<file path="config.mk">
export PLATFORM = sky130hd
export DESIGN_NAME = dimbt_mul
export DESIGN_NICKNAME = d
export VERILOG_FILES = /design/src/rtl/core/dimbt_pkg.sv /design/src/rtl/core/dimbt_mul.sv
export SDC_FILE = /design/constraint.sdc
export NUM_CORES = 2
export LEC_CHECK = 0
export BUFFER_PORTS_ARGS = -buffer_cell sky130_fd_sc_hd__buf_2
export CAP_MARGIN = 25
export CORE_MARGIN = 8
export CORE_UTILIZATION = 55
export DETAILED_ROUTE_END_ITERATION = 10
export GPL_TIMING_DRIVEN = 0
export PLACE_DENSITY_LB_ADDON = 0.15
export SYNTH_ARGS = -nofsm -noshare
export SYNTH_HDL_FRONTEND = slang
export SYNTH_SLANG_ARGS = --single-unit
</file>
<file path="constraint.sdc">
create_clock -name clk -period 8.72 [get_ports clk]
set_clock_uncertainty 0.05 [all_clocks]
set_input_delay 1.744 -clock clk [delete_from_list [all_inputs] [get_ports clk]]
set_output_delay 1.744 -clock clk [all_outputs]
set_load 0.1 [all_outputs]
</file>
<file path="src/rtl/core/dimbt_pkg.sv">
package dimbt_pkg;

  // Field widths fixed by the item format.
  localparam int unsigned POS_W    = 48;
  localparam int unsigned LEN_W    = 32;
  localparam int unsigned ENTRY_W  = 32;
  localparam int unsigned IDX_W    = 12;
  localparam int unsigned FOFF_W   = 64;
  localparam int unsigned STATUS_W = 3;
  localparam int unsigned CFG_DW   = 64;
  localparam int unsigned CFG_AW   = 4;

  // Parameter defaults for the top level.
  localparam int unsigned MAP_DEPTH_DEF  = 4096;
  localparam int unsigned MAX_CHUNKS_DEF = 64;

  // Register map, 8-byte stride; bit 3 of the address picks the register.
  localparam logic REG_BLOCK_SIZE  = 1'b0;
  localparam logic REG_DATA_OFFSET = 1'b1;

  localparam logic [LEN_W-1:0] BLOCK_SIZE_RST  = 32'd1048576;
  localparam logic [POS_W-1:0] DATA_OFFSET_RST = '0;

  // Special map entries.
  localparam logic [ENTRY_W-1:0] ENTRY_UNALLOC = 32'hFFFF_FFFF;
  localparam logic [ENTRY_W-1:0] ENTRY_ZERO    = 32'hFFFF_FFFE;

  // Result status codes.
  localparam logic [STATUS_W-1:0] ST_OK        = 3'd0;
  localparam logic [STATUS_W-1:0] ST_UNALLOC   = 3'd1;
  localparam logic [STATUS_W-1:0] ST_ZERO_BLK  = 3'd2;
  localparam logic [STATUS_W-1:0] ST_RANGE     = 3'd3;
  localparam logic [STATUS_W-1:0] ST_TOO_MANY  = 3'd4;

  // Input operation codes.
  localparam logic OP_LOAD = 1'b0;
  localparam logic OP_READ = 1'b1;

  // Handshake between the sequencer and the divider.
  typedef struct packed {
    logic             start;
    logic [POS_W-1:0] dividend;
    logic [LEN_W-1:0] divisor;
  } div_req_t;

  typedef struct packed {
    logic             done;
    logic [POS_W-1:0] quotient;
    logic [LEN_W-1:0] remainder;
  } div_rsp_t;

endpackage

</file>
<file path="src/rtl/core/dimbt_mul.sv">
module dimbt_mul (
  input  logic                                clk,
  input  logic [dimbt_pkg::ENTRY_W-1:0]       a,
  input  logic [dimbt_pkg::LEN_W-1:0]         b,
  output logic [dimbt_pkg::FOFF_W-1:0]        p
);
  import dimbt_pkg::*;

  logic [FOFF_W-1:0] p_r;

  // Block number times block size, registered.
  always_ff @(posedge clk) begin
    p_r <= FOFF_W'(a) * FOFF_W'(b);
  end

  assign p = p_r;

endmodule

</file>
==> impl_summary.log <==
[metrics] outcome: finished with violations
[metrics] failing checks: setup timing
[metrics] worst path setup slack after routing: -75.2 ps
[metrics] sort of element at the end of the critical path: register
[metrics] Largest delay share family, worst path: adder cells
[metrics] initial core utilization: 0.553
[metrics] data arrival time at the worst-slack endpoint: around 9000 ps
[metrics] Post-Synthesis Mean Instance Area: approximately 9.3 um^2
[metrics] Worst EP required: 8930 ps
[metrics] Crit path largest cell delay: 630 ps
[metrics] post-synthesis cell count: 3748
[metrics] Clock H-tree levels: 3
[metrics] Die X: roughly 270 um
[metrics] maximum count of clock buffers along a single path: 2
[metrics] number of enable flip-flop cells after synthesis: 0
[metrics] post-detailed-route via-to-cell ratio: 5.75
[metrics] Via Count: ~28000
[metrics] class of the most critical setup path: in -> reg
[metrics] proportion of synthesized chip area in sequential cells: 0.0369
[metrics] hold violation total from the final report: 0
[metrics] via count of the first global-routing pass: 28700
[metrics] Top FF cell, synth: dfxtp_1
[metrics] kind of start point of the critical path: input port
[metrics] clock transition at the registers of the reported paths: ~50 ps
[metrics] setup_tns: -75.2 ps
[metrics] per-cell routed wire length: about 27 um
[metrics] routed wire length: approximately 130000 um
[metrics] Worst Hold Class: in -> reg
[metrics] Final Instance Count excl. Fillers: ~4800
[metrics] Period Utilization, post-route: 1.01
[metrics] detailed-route DRC error count: 0
[metrics] #FFs+latches synth: 64
[metrics] global router's overall resource usage: 0.362
[metrics] flip-flop count of the largest register, all copies and words added: 64
[metrics] clock tree root driver cell: clkbuf_16
[metrics] share of cells above drive strength 1: 0.141
[metrics] buffer and inverter count on the worst path: 5
[metrics] First-pass DRT Iterations: 7
[metrics] # setup viols final: 2
[metrics] area of the core region: approximately 63000 um^2
[metrics] number of port buffers: 128
[metrics] number of placed instances, taps included: ~4700
[metrics] row count: between 90 and 100
[metrics] slew at the pin closest to its max-slew limit: about 830 ps
[metrics] count of maximum capacitance violations: 0
[metrics] cell type of the slowest stage on the worst timing path: fa_2
[metrics] Final nets: 5184
[metrics] global placer's final weighted congestion: around 1.1
[metrics] CP dominant cell by count: fa_1
[metrics] mapped cell area: between 30000 and 40000 um^2
[metrics] timing-limited maximum frequency: between 0.1 and 0.15 GHz
[metrics] Routed Antenna Nets: 0
[metrics] number of design-rule violations left by the first detailed-router iteration: 2577
[metrics] RSZ-0062 raised after global routing: true
[metrics] largest net degree at the start of global routing: 14
[metrics] IO Pins: approximately 130
[metrics] post-layout min period: 8800 ps
[metrics] first-pass GRT wire length: 185000 um
[metrics] clock tree from TritonCTS: built
[metrics] clk sinks: 64
[metrics] Synthesis Warnings: 0
[metrics] cts bufs inserted: 9
[metrics] headroom to the max-slew limit: 0.446
[metrics] layout-stage area growth over the synthesis result: 14.1%
[metrics] post-synth net total: just under 5000
[metrics] number of slew-limit violations in the final report: 0
[metrics] Die H: roughly 270 um
[metrics] area of the die: ~70000 um^2
[metrics] Hold WS: between 1500 and 2000 ps
[metrics] grt ovf: 0
[metrics] Yosys cell types: 57
[metrics] cell-by-cell listing of the critical path: buf_4, buf_12, and2_1, fa_2, fa_1, fa_1, inv_1, fa_1, inv_1, fa_1, fa_1, fa_2, fa_1, ha_1, buf_6, nand4_1, or4_4, or3_4, a31oi_4, a31o_4, a211oi_4, o21ai_2, xor2_1
[metrics] asr flop ratio synth: 0
[metrics] DP HPWL: between 100000 and 150000 um
[metrics] Max Fanout on Critical Path: 10
[metrics] initial antenna violation count: 15
[metrics] CTS hold repair buffers: 0
-- area by class of cell --
type / count / area, um^2
diodes: 8 / 20.0
multi-input cells: 2599 / 29900
inverters: 865 / 3250
clock inverters: 7 / 78.8
well taps: 846 / 1060
fillers: 5400 / 23200
clock buffers: 9 / 225
flip-flops and latches: 64 / 1280
plain buffers: 209 / 2190
repair buffers: 212 / 1570
-- logic make-up (layout without fill, tap and decap cells) --
group / after synthesis / count (layout) / synth area share
fa+ha+maj: 1159 / 1159 / 0.612
mux: 1 / 1 / 0.000289
other cells: 0 / 8 / 0
xor+xnor: 60 / 60 / 0.0152
simple gates: 1177 / 1177 / 0.176
buf+inv: 1085 / 1302 / 0.118
flops: 64 / 64 / 0.0369
compound gates: 202 / 202 / 0.0415
-- worst paths after layout --
kind	start	endpoint	slack, ps	depth (start not counted)
worst max-delay path	b[7]	p[62]	-80	23
worst min-delay path	b[0]	p[0]	1650	2
-- cells in the mapped netlist, types with 4 or more instances --
master    instances  area share
a21o_1           40      0.0087
a21oi_1          63      0.0091
xor2_1           25      0.0063
and3_1           14      0.0025
a221o_1           4      0.0012
fa_1            896        0.52
nand2_1         480       0.052
clkbuf_1        213       0.023
xnor2_1          35      0.0088
o21ai_0          21      0.0030
nand3_1          10      0.0014
a31oi_1          12      0.0022
o21bai_1         10      0.0022
nor2_1           20      0.0022
nand4_1          23      0.0041
ha_1            263       0.095
inv_1           865       0.094
buf_2             6     0.00087
o21a_1            9      0.0019
nor3_1            7      0.0010
dfxtp_1          64       0.037
o21ai_1           5     0.00072
and2_1          602        0.11
-- per-layer routing --
metal  part of all wire  track usage  vias up
li1                   -            -    11300
met2               0.45        0.565     1684
met4              0.098        0.271        4
met3               0.11       0.0775      524
met1               0.34        0.440    14200
met5            0.00026            0        -
-- metrics by stage --
stage	util	worst slack (ps)	cell area, um^2
after global routing	0.631	-146	39600
after global placement	0.580	-1410	36400
final	0.631	-75.2	39600
after CTS	0.602	-75.5	37800
after detailed placement	0.580	-1430	36400
after floorplan	-	173	34700
-- cell usage in the layout (no fill, tap or decap), drive strengths merged, types with 5 or more instances in the layout --
cell    Yosys  routed
o21a        9       9
xnor2      35      35
o21bai     11      11
xor2       25      25
dfxtp      64      64
clkbuf    213     102
inv       865     868
nand3      10      10
a21o       40      40
o31ai       5       5
ha        263     263
and2      602     602
nor3        7       7
diode       0       8
o21ai      26      26
nand2     480     480
buf         7     328
nand4      23      23
nor2       20      20
and3       14      14
fa        896     896
a31oi      12      12
a21oi      66      66
-- repair_timing --
item	CTS	global route
pin swaps	17	101
setup endpoints to repair	36	23
gates cloned	0	6
setup buffers	10	68
gates resized for setup	383	507
Power is not shown: default switching activity piles up to over one toggle a cycle in this logic, so the estimate is an artifact.
