$ cat src/rtl/core/dimbt_pkg.sv
package dimbt_pkg;

  // Field widths fixed by the item format.
  localparam int unsigned POS_W    = 48;
  localparam int unsigned LEN_W    = 32;
  localparam int unsigned ENTRY_W  = 32;
  localparam int unsigned IDX_W    = 12;
  localparam int unsigned FOFF_W   = 64;
  localparam int unsigned STATUS_W = 3;
  localparam int unsigned CFG_DW   = 64;
  localparam int unsigned CFG_AW   = 4;

  // Parameter defaults for the top level.
  localparam int unsigned MAP_DEPTH_DEF  = 4096;
  localparam int unsigned MAX_CHUNKS_DEF = 64;

  // Register map, 8-byte stride; bit 3 of the address picks the register.
  localparam logic REG_BLOCK_SIZE  = 1'b0;
  localparam logic REG_DATA_OFFSET = 1'b1;

  localparam logic [LEN_W-1:0] BLOCK_SIZE_RST  = 32'd1048576;
  localparam logic [POS_W-1:0] DATA_OFFSET_RST = '0;

  // Special map entries.
  localparam logic [ENTRY_W-1:0] ENTRY_UNALLOC = 32'hFFFF_FFFF;
  localparam logic [ENTRY_W-1:0] ENTRY_ZERO    = 32'hFFFF_FFFE;

  // Result status codes.
  localparam logic [STATUS_W-1:0] ST_OK        = 3'd0;
  localparam logic [STATUS_W-1:0] ST_UNALLOC   = 3'd1;
  localparam logic [STATUS_W-1:0] ST_ZERO_BLK  = 3'd2;
  localparam logic [STATUS_W-1:0] ST_RANGE     = 3'd3;
  localparam logic [STATUS_W-1:0] ST_TOO_MANY  = 3'd4;

  // Input operation codes.
  localparam logic OP_LOAD = 1'b0;
  localparam logic OP_READ = 1'b1;

  // Handshake between the sequencer and the divider.
  typedef struct packed {
    logic             start;
    logic [POS_W-1:0] dividend;
    logic [LEN_W-1:0] divisor;
  } div_req_t;

  typedef struct packed {
    logic             done;
    logic [POS_W-1:0] quotient;
    logic [LEN_W-1:0] remainder;
  } div_rsp_t;

endpackage

$ cat src/rtl/core/dimbt_div.sv
module dimbt_div (
  input  logic                clk,
  input  logic                rst_n,
  input  dimbt_pkg::div_req_t req,
  output dimbt_pkg::div_rsp_t rsp
);
  import dimbt_pkg::*;

  localparam int unsigned CNT_W = $clog2(POS_W);

  logic [POS_W-1:0] q_r, q_nxt;
  logic [LEN_W-1:0] rem_r, rem_nxt;
  logic [LEN_W-1:0] dvs_r, dvs_nxt;
  logic [CNT_W-1:0] cnt_r, cnt_nxt;
  logic             busy_r, busy_nxt;
  logic             done_r, done_nxt;
  logic [LEN_W:0]   shifted;
  logic [LEN_W:0]   diff;
  logic             fits;

  // One quotient bit per cycle: shift in the next dividend bit, subtract if it fits.
  assign shifted = {rem_r, q_r[POS_W-1]};
  assign diff    = shifted - {1'b0, dvs_r};
  assign fits    = (shifted >= {1'b0, dvs_r});

  always_comb begin
    q_nxt    = q_r;
    rem_nxt  = rem_r;
    dvs_nxt  = dvs_r;
    cnt_nxt  = cnt_r;
    busy_nxt = busy_r;
    done_nxt = 1'b0;
    if (req.start) begin
      q_nxt    = req.dividend;
      rem_nxt  = '0;
      dvs_nxt  = req.divisor;
      cnt_nxt  = '0;
      busy_nxt = 1'b1;
    end else if (busy_r) begin
      q_nxt   = {q_r[POS_W-2:0], fits};
      rem_nxt = fits ? diff[LEN_W-1:0] : shifted[LEN_W-1:0];
      cnt_nxt = cnt_r + 1'b1;
      if (cnt_r == CNT_W'(POS_W - 1)) begin
        busy_nxt = 1'b0;
        done_nxt = 1'b1;
      end
    end
  end

  always_ff @(posedge clk) begin
    if (!rst_n) begin
      busy_r <= 1'b0;
      done_r <= 1'b0;
      cnt_r  <= '0;
    end else begin
      busy_r <= busy_nxt;
      done_r <= done_nxt;
      cnt_r  <= cnt_nxt;
    end
    q_r   <= q_nxt;
    rem_r <= rem_nxt;
    dvs_r <= dvs_nxt;
  end

  assign rsp.done      = done_r;
  assign rsp.quotient  = q_r;
  assign rsp.remainder = rem_r;

  // A new division is only started while no other one is running.
  a_no_restart: assert property (@(posedge clk) disable iff (!rst_n)
    busy_r |-> !req.start)
    else $error("divider restarted while busy");

  // The remainder never reaches the divisor.
  a_rem_bound: assert property (@(posedge clk) disable iff (!rst_n)
    done_r |-> (rem_r < dvs_r))
    else $error("divider remainder out of range");

  // Completion follows the full run of steps.
  a_done_after_busy: assert property (@(posedge clk) disable iff (!rst_n)
    done_r |-> $past(busy_r))
    else $error("divider done without a run");

endmodule

$ cat config.mk
export PLATFORM = sky130hd
export DESIGN_NAME = dimbt_div
export DESIGN_NICKNAME = d
export VERILOG_FILES = /design/src/rtl/core/dimbt_pkg.sv /design/src/rtl/core/dimbt_div.sv
export SDC_FILE = /design/constraint.sdc
export NUM_CORES = 1
export LEC_CHECK = 0
export ABC_AREA = 1
export BUFFER_PORTS_ARGS = -buffer_cell sky130_fd_sc_hd__buf_2
export CORE_AREA = 2 2 102 177
export DETAILED_ROUTE_END_ITERATION = 8
export DIE_AREA = 0 0 104 179
export GPL_TIMING_DRIVEN = 1
export PLACE_DENSITY_LB_ADDON = 0.05
export SYNTH_ARGS = -nofsm -noshare
export SYNTH_HDL_FRONTEND = slang
export SYNTH_SLANG_ARGS = --single-unit
$ cat constraint.sdc
create_clock -name clk -period 2.93 [get_ports clk]
set_input_delay 0.1465 -clock clk [delete_from_list [all_inputs] [get_ports clk]]
set_output_delay 0.1465 -clock clk [all_outputs]
set_load 0.1 [all_outputs]
==> results.py, run 1 <==
metrics = {
    "run_status": {
        "status": "complete, no violations",
    },
    "setup_path": {
        "path_buf_inv": 2,
        "max_stage_delay_ns": 0.39,
        "cp.required_ns": 3.25,
        "r2r-start": "rem_r[27]$_SDFFE_PP0P_",
        "cpMostUsedCell": "nand2_1",
        "worstSetupPathDepth": 12,
        "arrival_ns": 2.73,
        "setup.worst_path.end_class": "flip-flop",
        "worstSetupPathType": "reg -> reg",
        "worst_setup_path_start_kind": "flip-flop",
        "path_cells": "ha_1 > a21oi_1 > nand2_1 > a21oi_1 > nand2_2 > nor2_4 > buf_4 > nand3_1 > nand2_1 > inv_1 > nand2_1 > nand2_1",
        "rr_worst_depth": 12,
        "cp_slowest_cell": "ha_1",
        "critical_path.max_fanout": 19,
        "crit_family": "simple AND/OR/NAND/NOR gates",
        "cp-startpoint": "rem_r[27]$_SDFFE_PP0P_",
    },
    "clocking": {
        "hold_buffers": 78,
        "clk_path_buf_depth": 2,
        "worstSkewPairLatency_ns": 0.42,
        "cts_max_level": 4,
        "clkSinkCount": 120,
        "post_cts_buffers": 0,
        "clkSlewWorstSetupHoldPaths_ns": 0.05,
        "cts_made_buffers": 17,
        "root_buffer": "clkbuf_16",
        "cts_resized": 0,
        "cts_tree": "done",
    },
    "power_and_ir_drop": {
        "peakVddDrop_mv": 0.445,
        "p_per_area_nw_per_um2": 508,
        "p_leak_nw": 5.38,
    },
    "global_routing": {
        "grt_pass1_wl_mm": 35.3,
        "grt_overflow": 0,
        "grt_pass1_vias": 7263,
        "grt_start_max_net_pins": 58,
        "grt_use_met3": 0.0462,
        "antenna_found_initial": 0,
        "grt.total_usage": 0.243,
        "met1_usage": 0.253,
        "grt_util_met2": 0.464,
        "busiest_layer": "met2",
    },
    "synthesis": {
        "synth_cell_types": 37,
        "ys_async_sr_fraction": 0,
        "synthTopCellsByCount": "459 x nand2_1, 184 x inv_1, 81 x nand3_1",
        "ys_seq_area_frac": 0.423,
        "synthFlopType": "edfxtp_1",
        "syn_inst": 1067,
        "synth_nets": 1184,
        "synth_area_leader_cell": "edfxtp_1",
        "syn_area_sq_um": 7570,
        "avgSynthCellArea_sq_um": 7.10,
        "synth_edf_count": 80,
        "yosys_register_bits": 120,
        "synthTopCellsByArea": "edfxtp_1 32%, nand2_1 23%, dfxtp_1 11%",
        "netlist.area_leader.share": 0.317,
        "synth_most_common_cell": "nand2_1",
        "yosysWarnings": 0,
    },
    "timing": {
        "min_period_over_period": 0.825,
        "rsz0062_at_grt": "false",
        "timing_hold_violations_final": 0,
        "maxSlewHeadroom": 0.451,
        "finalSetupViolCount": 0,
        "slew_viol_final": 0,
        "fmax_mhz": 414,
        "final.setup.tns_ns": 0,
        "worst_slack_ns": 0.512,
        "fin_crit_ns": 2.42,
        "fin_skew_ns": 0.00659,
        "worst_pin_slew_ns": 0.821,
    },
    "routing": {
        "first_pass_iters": 5,
        "routed_via_density": 4.69,
        "first_iter_violations": 312,
        "wirelength_mm": 21.9,
        "drc": 0,
        "drtAntennaViolNets": 0,
        "via_count": 7274,
        "wl_per_cell_um": 14.1,
    },
    "placed_design": {
        "dpl.hpwl_mm": 16.3,
        "port_buffers": 163,
        "gp_congestion": 0.965,
        "pre_cts_slack_ns": 0.502,
        "dpl-instance-area_sq_um": 8600,
    },
    "hold_path": {
        "holdPathStages": 3,
        "min_from": "req[68]",
        "worstHoldPathType": "in -> reg",
    },
    "cells_and_area": {
        "layout-drive-gt1-share": 0.168,
        "area_growth_pct": 31.2,
        "antennaDiodeCount": 0,
        "final_nets": 1425,
        "stdcell_area_sq_um": 9930,
    },
    "job": {
        "maxCapViolCount": 0,
    },
    "floorplan": {
        "dieArea_sq_um": 18600,
        "start_util": 0.438,
        "rows": 64,
        "dieHeight_um": 179,
        "core_sq_um": 17300,
        "die_w_um": 104,
        "io_pins": 164,
    },
}
cell usage in the layout (no fill, tap or decap), types with 4 or more instances in the layout:
cell | synthesis | routed
nor2_1 | 44 | 43
dfxtp_1 | 40 | 40
o21ai_0 | 6 | 6
clkbuf_16 | 0 | 18
xnor2_1 | 13 | 13
ha_1 | 33 | 33
nand4_1 | 8 | 8
inv_1 | 184 | 183
nor3_1 | 7 | 7
edfxtp_1 | 80 | 80
a21oi_1 | 21 | 21
nand2_2 | 9 | 9
buf_4 | 4 | 8
clkbuf_1 | 13 | 5
buf_2 | 3 | 162
o21ai_1 | 8 | 8
dlygate4sd3_1 | 0 | 78
nand3b_1 | 16 | 16
nor2_2 | 4 | 4
nand2_1 | 459 | 459
nand3_1 | 81 | 81
metal layers:
| metal | vias to the layer above | wire, um |
|---|---|---|
| met3 | 39 | 929 |
| met1 | 3260 | 8160 |
| met2 | 180 | 12000 |
| li1 | 3795 | - |
| met4 | 0 | 801 |
| met5 | - | 0 |
metrics by stage:
stage / hold slack (ns) / util / std cells / power, mW
floorplan: 0.245 / - / 1067 / 2.80
global placement: 0.323 / 0.497 / 1442 / 3.03
detailed placement: 0.325 / 0.497 / 1442 / 3.03
CTS: 0.00215 / 0.574 / 1551 / 5.11
global route: 0.0173 / 0.574 / 1551 / 5.26
finish: 0.0191 / 0.574 / 1551 / 5.05
area by class of cell:
class / count / area (sq um)
clock buffer: 24 / 483
sequential: 120 / 3200
multi-input combinational: 735 / 3520
inverter: 185 / 694
timing repair buffer: 249 / 1670
tap: 231 / 289
fill: 1753 / 7360
clock inverter: 7 / 68.8
flip-flops by register name, indices dropped and copies added (netlist names):
name	count
busy_r	1
cnt_r	6
done_r	1
dvs_r	32
q_r	48
rem_r	32
logic make-up (layout without fill, tap and decap cells):
group / after synthesis / count (layout) / share of synthesized area
and+or+nand+nor: 642 / 642 / 0.358
DFF: 120 / 120 / 0.423
AOI/OAI and AO/OA: 45 / 45 / 0.0327
xor gates and xnor gates: 14 / 14 / 0.0162
adders and majority gates: 34 / 34 / 0.0572
buffers and inverters: 212 / 465 / 0.113
worst reg2reg max path, cell delays in order (launching register included):
cell and delay, ns:
dfxtp_1 0.34, ha_1 0.39, a21oi_1 0.25, nand2_1 0.13, a21oi_1 0.20, nand2_2 0.09
nor2_4 0.26, buf_4 0.33, nand3_1 0.11, nand2_1 0.07, inv_1 0.04, nand2_1 0.05
nand2_1 0.04
final timing paths:
path / to / slack, ns
min reg2reg: cnt_r[5]$_SDFFE_PP0P_ / 0.46
max reg2reg: rem_r[26]$_SDFFE_PP0P_ / 0.51
max: rem_r[26]$_SDFFE_PP0P_ / 0.51
min: q_r[36]$_DFFE_PP_ / 0.02
power by group:
group	leakage (nW)	internal, mW	total [mW]	switching [mW]
Clock	0.265	1.23	1.98	0.748
Combinational	3.99	0.265	1.08	0.818
Sequential	1.13	1.94	1.99	0.0491
Total	5.38	3.43	5.05	1.61
No activity file was read; power rests on OpenSTA's default activity.
==> inputs of run 2 (changes only) <==
Clock period 2.93 ns to 2.06 ns, I/O delays scaled along.
==> run 2 against run 1 <==
Effect of this change:
- largest cell class unchanged
- the run now ends with negative setup slack left
- clock-buffer cell count is 4 lower
- worst setup slack got worse by 0.56 ns
- critical endpoint is now rem_r[22]$_SDFFE_PP0P_
- sequential share of layout area fell by 5.5 points
- largest power group is now the clock network
==> results.py, run 2 (same netlist as run 1, synthesis figures left out) <==
metrics = {
    "cells_and_area": {
        "fin_util": 0.708,
        "largest-register": "q_r",
        "instances_no_fill": 1706,
        "biggestRegsByFlops": "q_r x48, dvs_r x32, rem_r x32",
        "antennaDiodeCount": 0,
        "area_growth_pct": 61.8,
        "mostFrequentLayoutCell": "nand2_1",
        "final_cell_mix": "411 x nand2_1, 168 x inv_1, 162 x buf_2",
        "final_nets": 1579,
        "layout-drive-gt1-share": 0.370,
        "largest_reg_flops": 48,
        "stdcell_area_sq_um": 12200,
    },
    "clocking": {
        "cts_made_buffers": 17,
        "cts_max_level": 4,
        "clkSlewWorstSetupHoldPaths_ns": 0.06,
        "worstSkewPairLatency_ns": 0.43,
        "root_buffer": "clkbuf_16",
        "cts_tree": "done",
        "clk_path_buf_depth": 2,
        "clkSinkCount": 120,
    },
    "timing": {
        "slew_viol_final": 0,
        "finalSetupViolCount": 26,
        "worst_slack_ns": -0.0473,
        "fin_skew_ns": 0.00764,
        "maxSlewHeadroom": 0.631,
        "min_period_over_period": 1.02,
        "hold_slack_ns": 0.0403,
        "timing_hold_violations_final": 0,
        "final.setup.tns_ns": -0.598,
        "rsz0062_at_grt": "true",
        "worst_pin_slew_ns": 0.554,
        "fmax_mhz": 475,
        "fin_crit_ns": 2.11,
    },
    "setup_path": {
        "cp-startpoint": "dvs_r[22]$_DFFE_PP_",
        "worst_setup_path_start_kind": "flip-flop",
        "setup.worst_path.end_class": "flip-flop",
        "critical_path.max_fanout": 8,
        "worstSetupPathType": "reg -> reg",
        "r2r-start": "dvs_r[22]$_DFFE_PP_",
        "arrival_ns": 2.42,
        "cp.required_ns": 2.37,
    },
    "global_routing": {
        "grt_overflow": 0,
        "grt_pass1_wl_mm": 40.7,
        "antenna_found_initial": 0,
        "grt_pass1_vias": 8336,
        "grt_start_max_net_pins": 49,
        "grt.total_usage": 0.284,
    },
    "floorplan": {
        "io_pins": 164,
        "die_w_um": 104,
        "rows": 64,
        "dieArea_sq_um": 18600,
        "dieHeight_um": 179,
        "start_util": 0.438,
        "core_sq_um": 17300,
    },
    "routing": {
        "routed_via_density": 4.81,
        "first_pass_iters": 7,
        "drc": 0,
        "wirelength_mm": 26.3,
        "first_iter_violations": 322,
        "drtAntennaViolNets": 0,
        "via_count": 8207,
        "wl_per_cell_um": 15.4,
    },
    "placed_design": {
        "pre_cts_slack_ns": -0.281,
        "placed_cells": 1565,
        "dpl.hpwl_mm": 17.7,
        "gp_congestion": 0.950,
        "dpl-instance-area_sq_um": 9700,
        "port_buffers": 163,
    },
    "job": {
        "maxCapViolCount": 0,
    },
    "power_and_ir_drop": {
        "pwr-share-seq": 0.366,
        "p_total_mw": 7.70,
        "comb_power_share": 0.239,
        "p_per_area_nw_per_um2": 628,
        "p_leak_nw": 6.46,
        "p_sw_mw": 2.53,
        "intPower_mw": 5.17,
        "pwr-share-clk": 0.395,
        "peakVddDrop_mv": 0.618,
        "p_sw_frac": 0.329,
    },
    "hold_path": {
        "worstHoldPathType": "in -> reg",
        "min_from": "req[32]",
    },
    "run_status": {
        "violations": "negative setup slack",
        "status": "complete, but fails checks",
    },
}
run 2: layout make-up:
| cell class | instances | area (sq um) |
|---|---|---|
| Clock buffer | 20 | 457 |
| Clock inverter | 12 | 141 |
| Fill cell | 1455 | 5050 |
| Inverter | 185 | 694 |
| Multi-Input combinational cell | 738 | 4370 |
| Sequential cell | 120 | 3280 |
| Tap cell | 231 | 289 |
| Timing Repair Buffer | 400 | 3010 |
run 2: repair_timing:
item / in CTS / in global routing
endpoints found under the hold margin: 82 / 0
gates cloned: 8 / 0
resized for setup: 98 / 71
setup buffers: 13 / 9
setup endpoints to repair: 33 / 33
pin swaps: 35 / 28
hold buffers: 81 / 0
run 2: routing by layer:
metal	vias to the layer above	track usage	part of all wire
met5	-	0	0
met4	0	0.183	0.064
met3	92	0.0523	0.046
met2	249	0.557	0.55
met1	3757	0.268	0.34
li1	4109	-	-
run 2: power by group through the flow:
stage	Sequential [mW]	Clock, mW	Combinational (mW)
3_3_place_gp	2.86	0	1.57
3_5_place_dp	2.86	0	1.58
5_1_grt	2.83	3.19	1.95
2_1_floorplan	3.57	0	0.408
4_1_cts	2.81	3.10	1.77
6_report	2.81	3.04	1.84
run 2: path summary, 6_finish.rpt:
check | to | slack [ns] | cells past startpoint
max | rem_r[22]$_SDFFE_PP0P_ | -0.05 | 14
min | q_r[0]$_DFFE_PP_ | 0.04 | 3
max reg2reg | rem_r[22]$_SDFFE_PP0P_ | -0.05 | 14
min reg2reg | cnt_r[5]$_SDFFE_PP0P_ | 0.47 | 2
run 2: worst max-delay path, stage by stage (launching register included):
cell,delay (ns)
edfxtp_1,0.34
inv_2,0.05
ha_4,0.28
nand2_1,0.11
nor2_2,0.19
nand2_2,0.09
nor2_4,0.15
nand2_2,0.09
nor2_4,0.10
nor2_4,0.06
buf_4,0.17
nand2_8,0.14
nand2_1,0.07
nand3_1,0.08
nand2_1,0.06
==> inputs of run 3 (changes only) <==
Settings changed: REMOVE_ABC_BUFFERS set to 1, SKIP_CTS_REPAIR_TIMING set to 1.
==> run 3 against run 2 <==
Effect of this change:
- the run still ends with negative setup slack left
- sequential power is essentially flat
- worst setup slack lost 0.020 ns
- largest cell class unchanged
- clock power shrank 5%
- non-clock buffer count shrank 21
- die area is the same
- wire length shrank 4.8%
- design area shrank 4.9%
==> results.py, run 3 (same netlist as run 1, synthesis figures left out) <==
metrics = {
    "run_status": {
        "status": "complete, but fails checks",
        "violations": "negative setup slack",
    },
    "cells_and_area": {
        "stdcell_area_sq_um": 11600,
        "largest_reg_flops": 48,
        "antennaDiodeCount": 0,
        "biggestRegsByFlops": "q_r x48, dvs_r x32, rem_r x32",
        "largest-register": "q_r",
        "final_nets": 1557,
        "area_growth_pct": 53.8,
        "mostFrequentLayoutCell": "nand2_1",
        "fin_util": 0.673,
        "layout-drive-gt1-share": 0.306,
        "final_cell_mix": "423 x nand2_1, 178 x inv_1, 162 x buf_2",
    },
    "routing": {
        "via_count": 8020,
        "routed_via_density": 4.76,
        "drc": 0,
        "wirelength_mm": 25.1,
        "wl_per_cell_um": 14.9,
        "drtAntennaViolNets": 0,
        "first_iter_violations": 302,
        "first_pass_iters": 4,
    },
    "clocking": {
        "cts_tree": "done",
        "root_buffer": "clkbuf_16",
        "cts_made_buffers": 17,
        "clkSlewWorstSetupHoldPaths_ns": 0.06,
        "cts_max_level": 4,
        "worstSkewPairLatency_ns": 0.43,
        "clk_path_buf_depth": 2,
        "clkSinkCount": 120,
    },
    "setup_path": {
        "cp.required_ns": 2.37,
        "worstSetupEndpoint": "rem_r[30]$_SDFFE_PP0P_",
        "r2r-end": "rem_r[30]$_SDFFE_PP0P_",
        "critical_path.max_fanout": 7,
        "worst_setup_path_start_kind": "flip-flop",
        "r2r-start": "dvs_r[20]$_DFFE_PP_",
        "cp-startpoint": "dvs_r[20]$_DFFE_PP_",
        "worstSetupPathType": "reg -> reg",
        "reg2reg_slack_ns": -0.07,
        "rr_worst_depth": 18,
        "arrival_ns": 2.44,
        "setup.worst_path.end_class": "flip-flop",
    },
    "global_routing": {
        "grt_pass1_vias": 7573,
        "antenna_found_initial": 0,
        "grt_pass1_wl_mm": 36.2,
        "grt_overflow": 0,
        "grt.total_usage": 0.250,
        "grt_start_max_net_pins": 62,
    },
    "power_and_ir_drop": {
        "p_total_mw": 7.53,
        "peakVddDrop_mv": 0.719,
        "p_per_area_nw_per_um2": 647,
        "p_leak_nw": 6.17,
    },
    "timing": {
        "final.setup.tns_ns": -0.559,
        "finalSetupViolCount": 25,
        "min_period_over_period": 1.03,
        "rsz0062_at_grt": "true",
        "fmax_mhz": 470,
        "maxSlewHeadroom": 0.655,
        "slew_viol_final": 0,
        "fin_crit_ns": 2.13,
        "worst_pin_slew_ns": 0.520,
        "worst_slack_ns": -0.0675,
        "timing_hold_violations_final": 0,
        "fin_skew_ns": 0.0152,
    },
    "placed_design": {
        "gp_congestion": 0.929,
        "port_buffers": 163,
        "dpl-instance-area_sq_um": 9510,
        "pre_cts_slack_ns": -0.268,
        "dpl.hpwl_mm": 17.3,
    },
    "job": {
        "maxCapViolCount": 0,
    },
    "floorplan": {
        "rows": 64,
        "start_util": 0.438,
        "core_sq_um": 17300,
        "dieHeight_um": 179,
        "io_pins": 164,
        "dieArea_sq_um": 18600,
        "die_w_um": 104,
    },
    "hold_path": {
        "min_from": "req[32]",
        "worstHoldPathType": "in -> reg",
    },
}
==> run 3: worst min path at each step <==
stage,endpoint,depth (start not counted),slack [ns]
2_1_floorplan,dvs_r[0]$_DFFE_PP_,0,0.20
3_3_place_gp,dvs_r[28]$_DFFE_PP_,1,0.28
3_5_place_dp,dvs_r[21]$_DFFE_PP_,1,0.28
4_1_cts,dvs_r[3]$_DFFE_PP_,1,-0.16
5_1_grt,q_r[0]$_DFFE_PP_,3,0.07
6_report,q_r[0]$_DFFE_PP_,3,0.04
==> run 3: through the flow <==
| step | instances | hold slack, ns |
|---|---|---|
| floorplan | 1040 | 0.202 |
| global placement | 1559 | 0.279 |
| detailed placement | 1559 | 0.281 |
| CTS | 1591 | -0.160 |
| global route | 1684 | 0.0709 |
| finish | 1684 | 0.0370 |
==> run 3: power by group <==
group | switching (mW) | internal, mW | leakage, nW
sequential | 0.0764 | 2.76 | 1.13
clock | 1.09 | 1.80 | 0.270
combinational | 1.25 | 0.549 | 4.77
total | 2.42 | 5.11 | 6.17
==> run 3: cell type report <==
| type | instances | area, sq um |
|---|---|---|
| clock buffers | 23 | 458 |
| clock inverters | 9 | 103 |
| fillers | 1561 | 5650 |
| inverters | 185 | 694 |
| multi-input cells | 737 | 4120 |
| flip-flops and latches | 120 | 3200 |
| well taps | 231 | 289 |
| repair buffers | 379 | 2780 |
==> run 3: critical path: stages (launching register included) <==
cell and delay, ns:
edfxtp_1 0.36, inv_1 0.09, ha_4 0.23, nand2_2 0.08, nand2_2 0.07, inv_1 0.09, nand2_2 0.06, nand2_1 0.06
nand2_1 0.06, nand2_1 0.08, nand2_2 0.08, nor2_4 0.16, buf_12 0.18, buf_8 0.14, nand3_2 0.07, nand2_1 0.06
inv_1 0.04, nand2_1 0.04, nand2_1 0.04
==> run 3: layer usage <==
| metal | track usage | part of all wire | up-vias |
|---|---|---|---|
| met5 | 0 | 0 | - |
| met3 | 0.0498 | 0.039 | 62 |
| met2 | 0.498 | 0.55 | 221 |
| met1 | 0.246 | 0.37 | 3666 |
| met4 | 0.109 | 0.046 | 0 |
| li1 | - | - | 4071 |
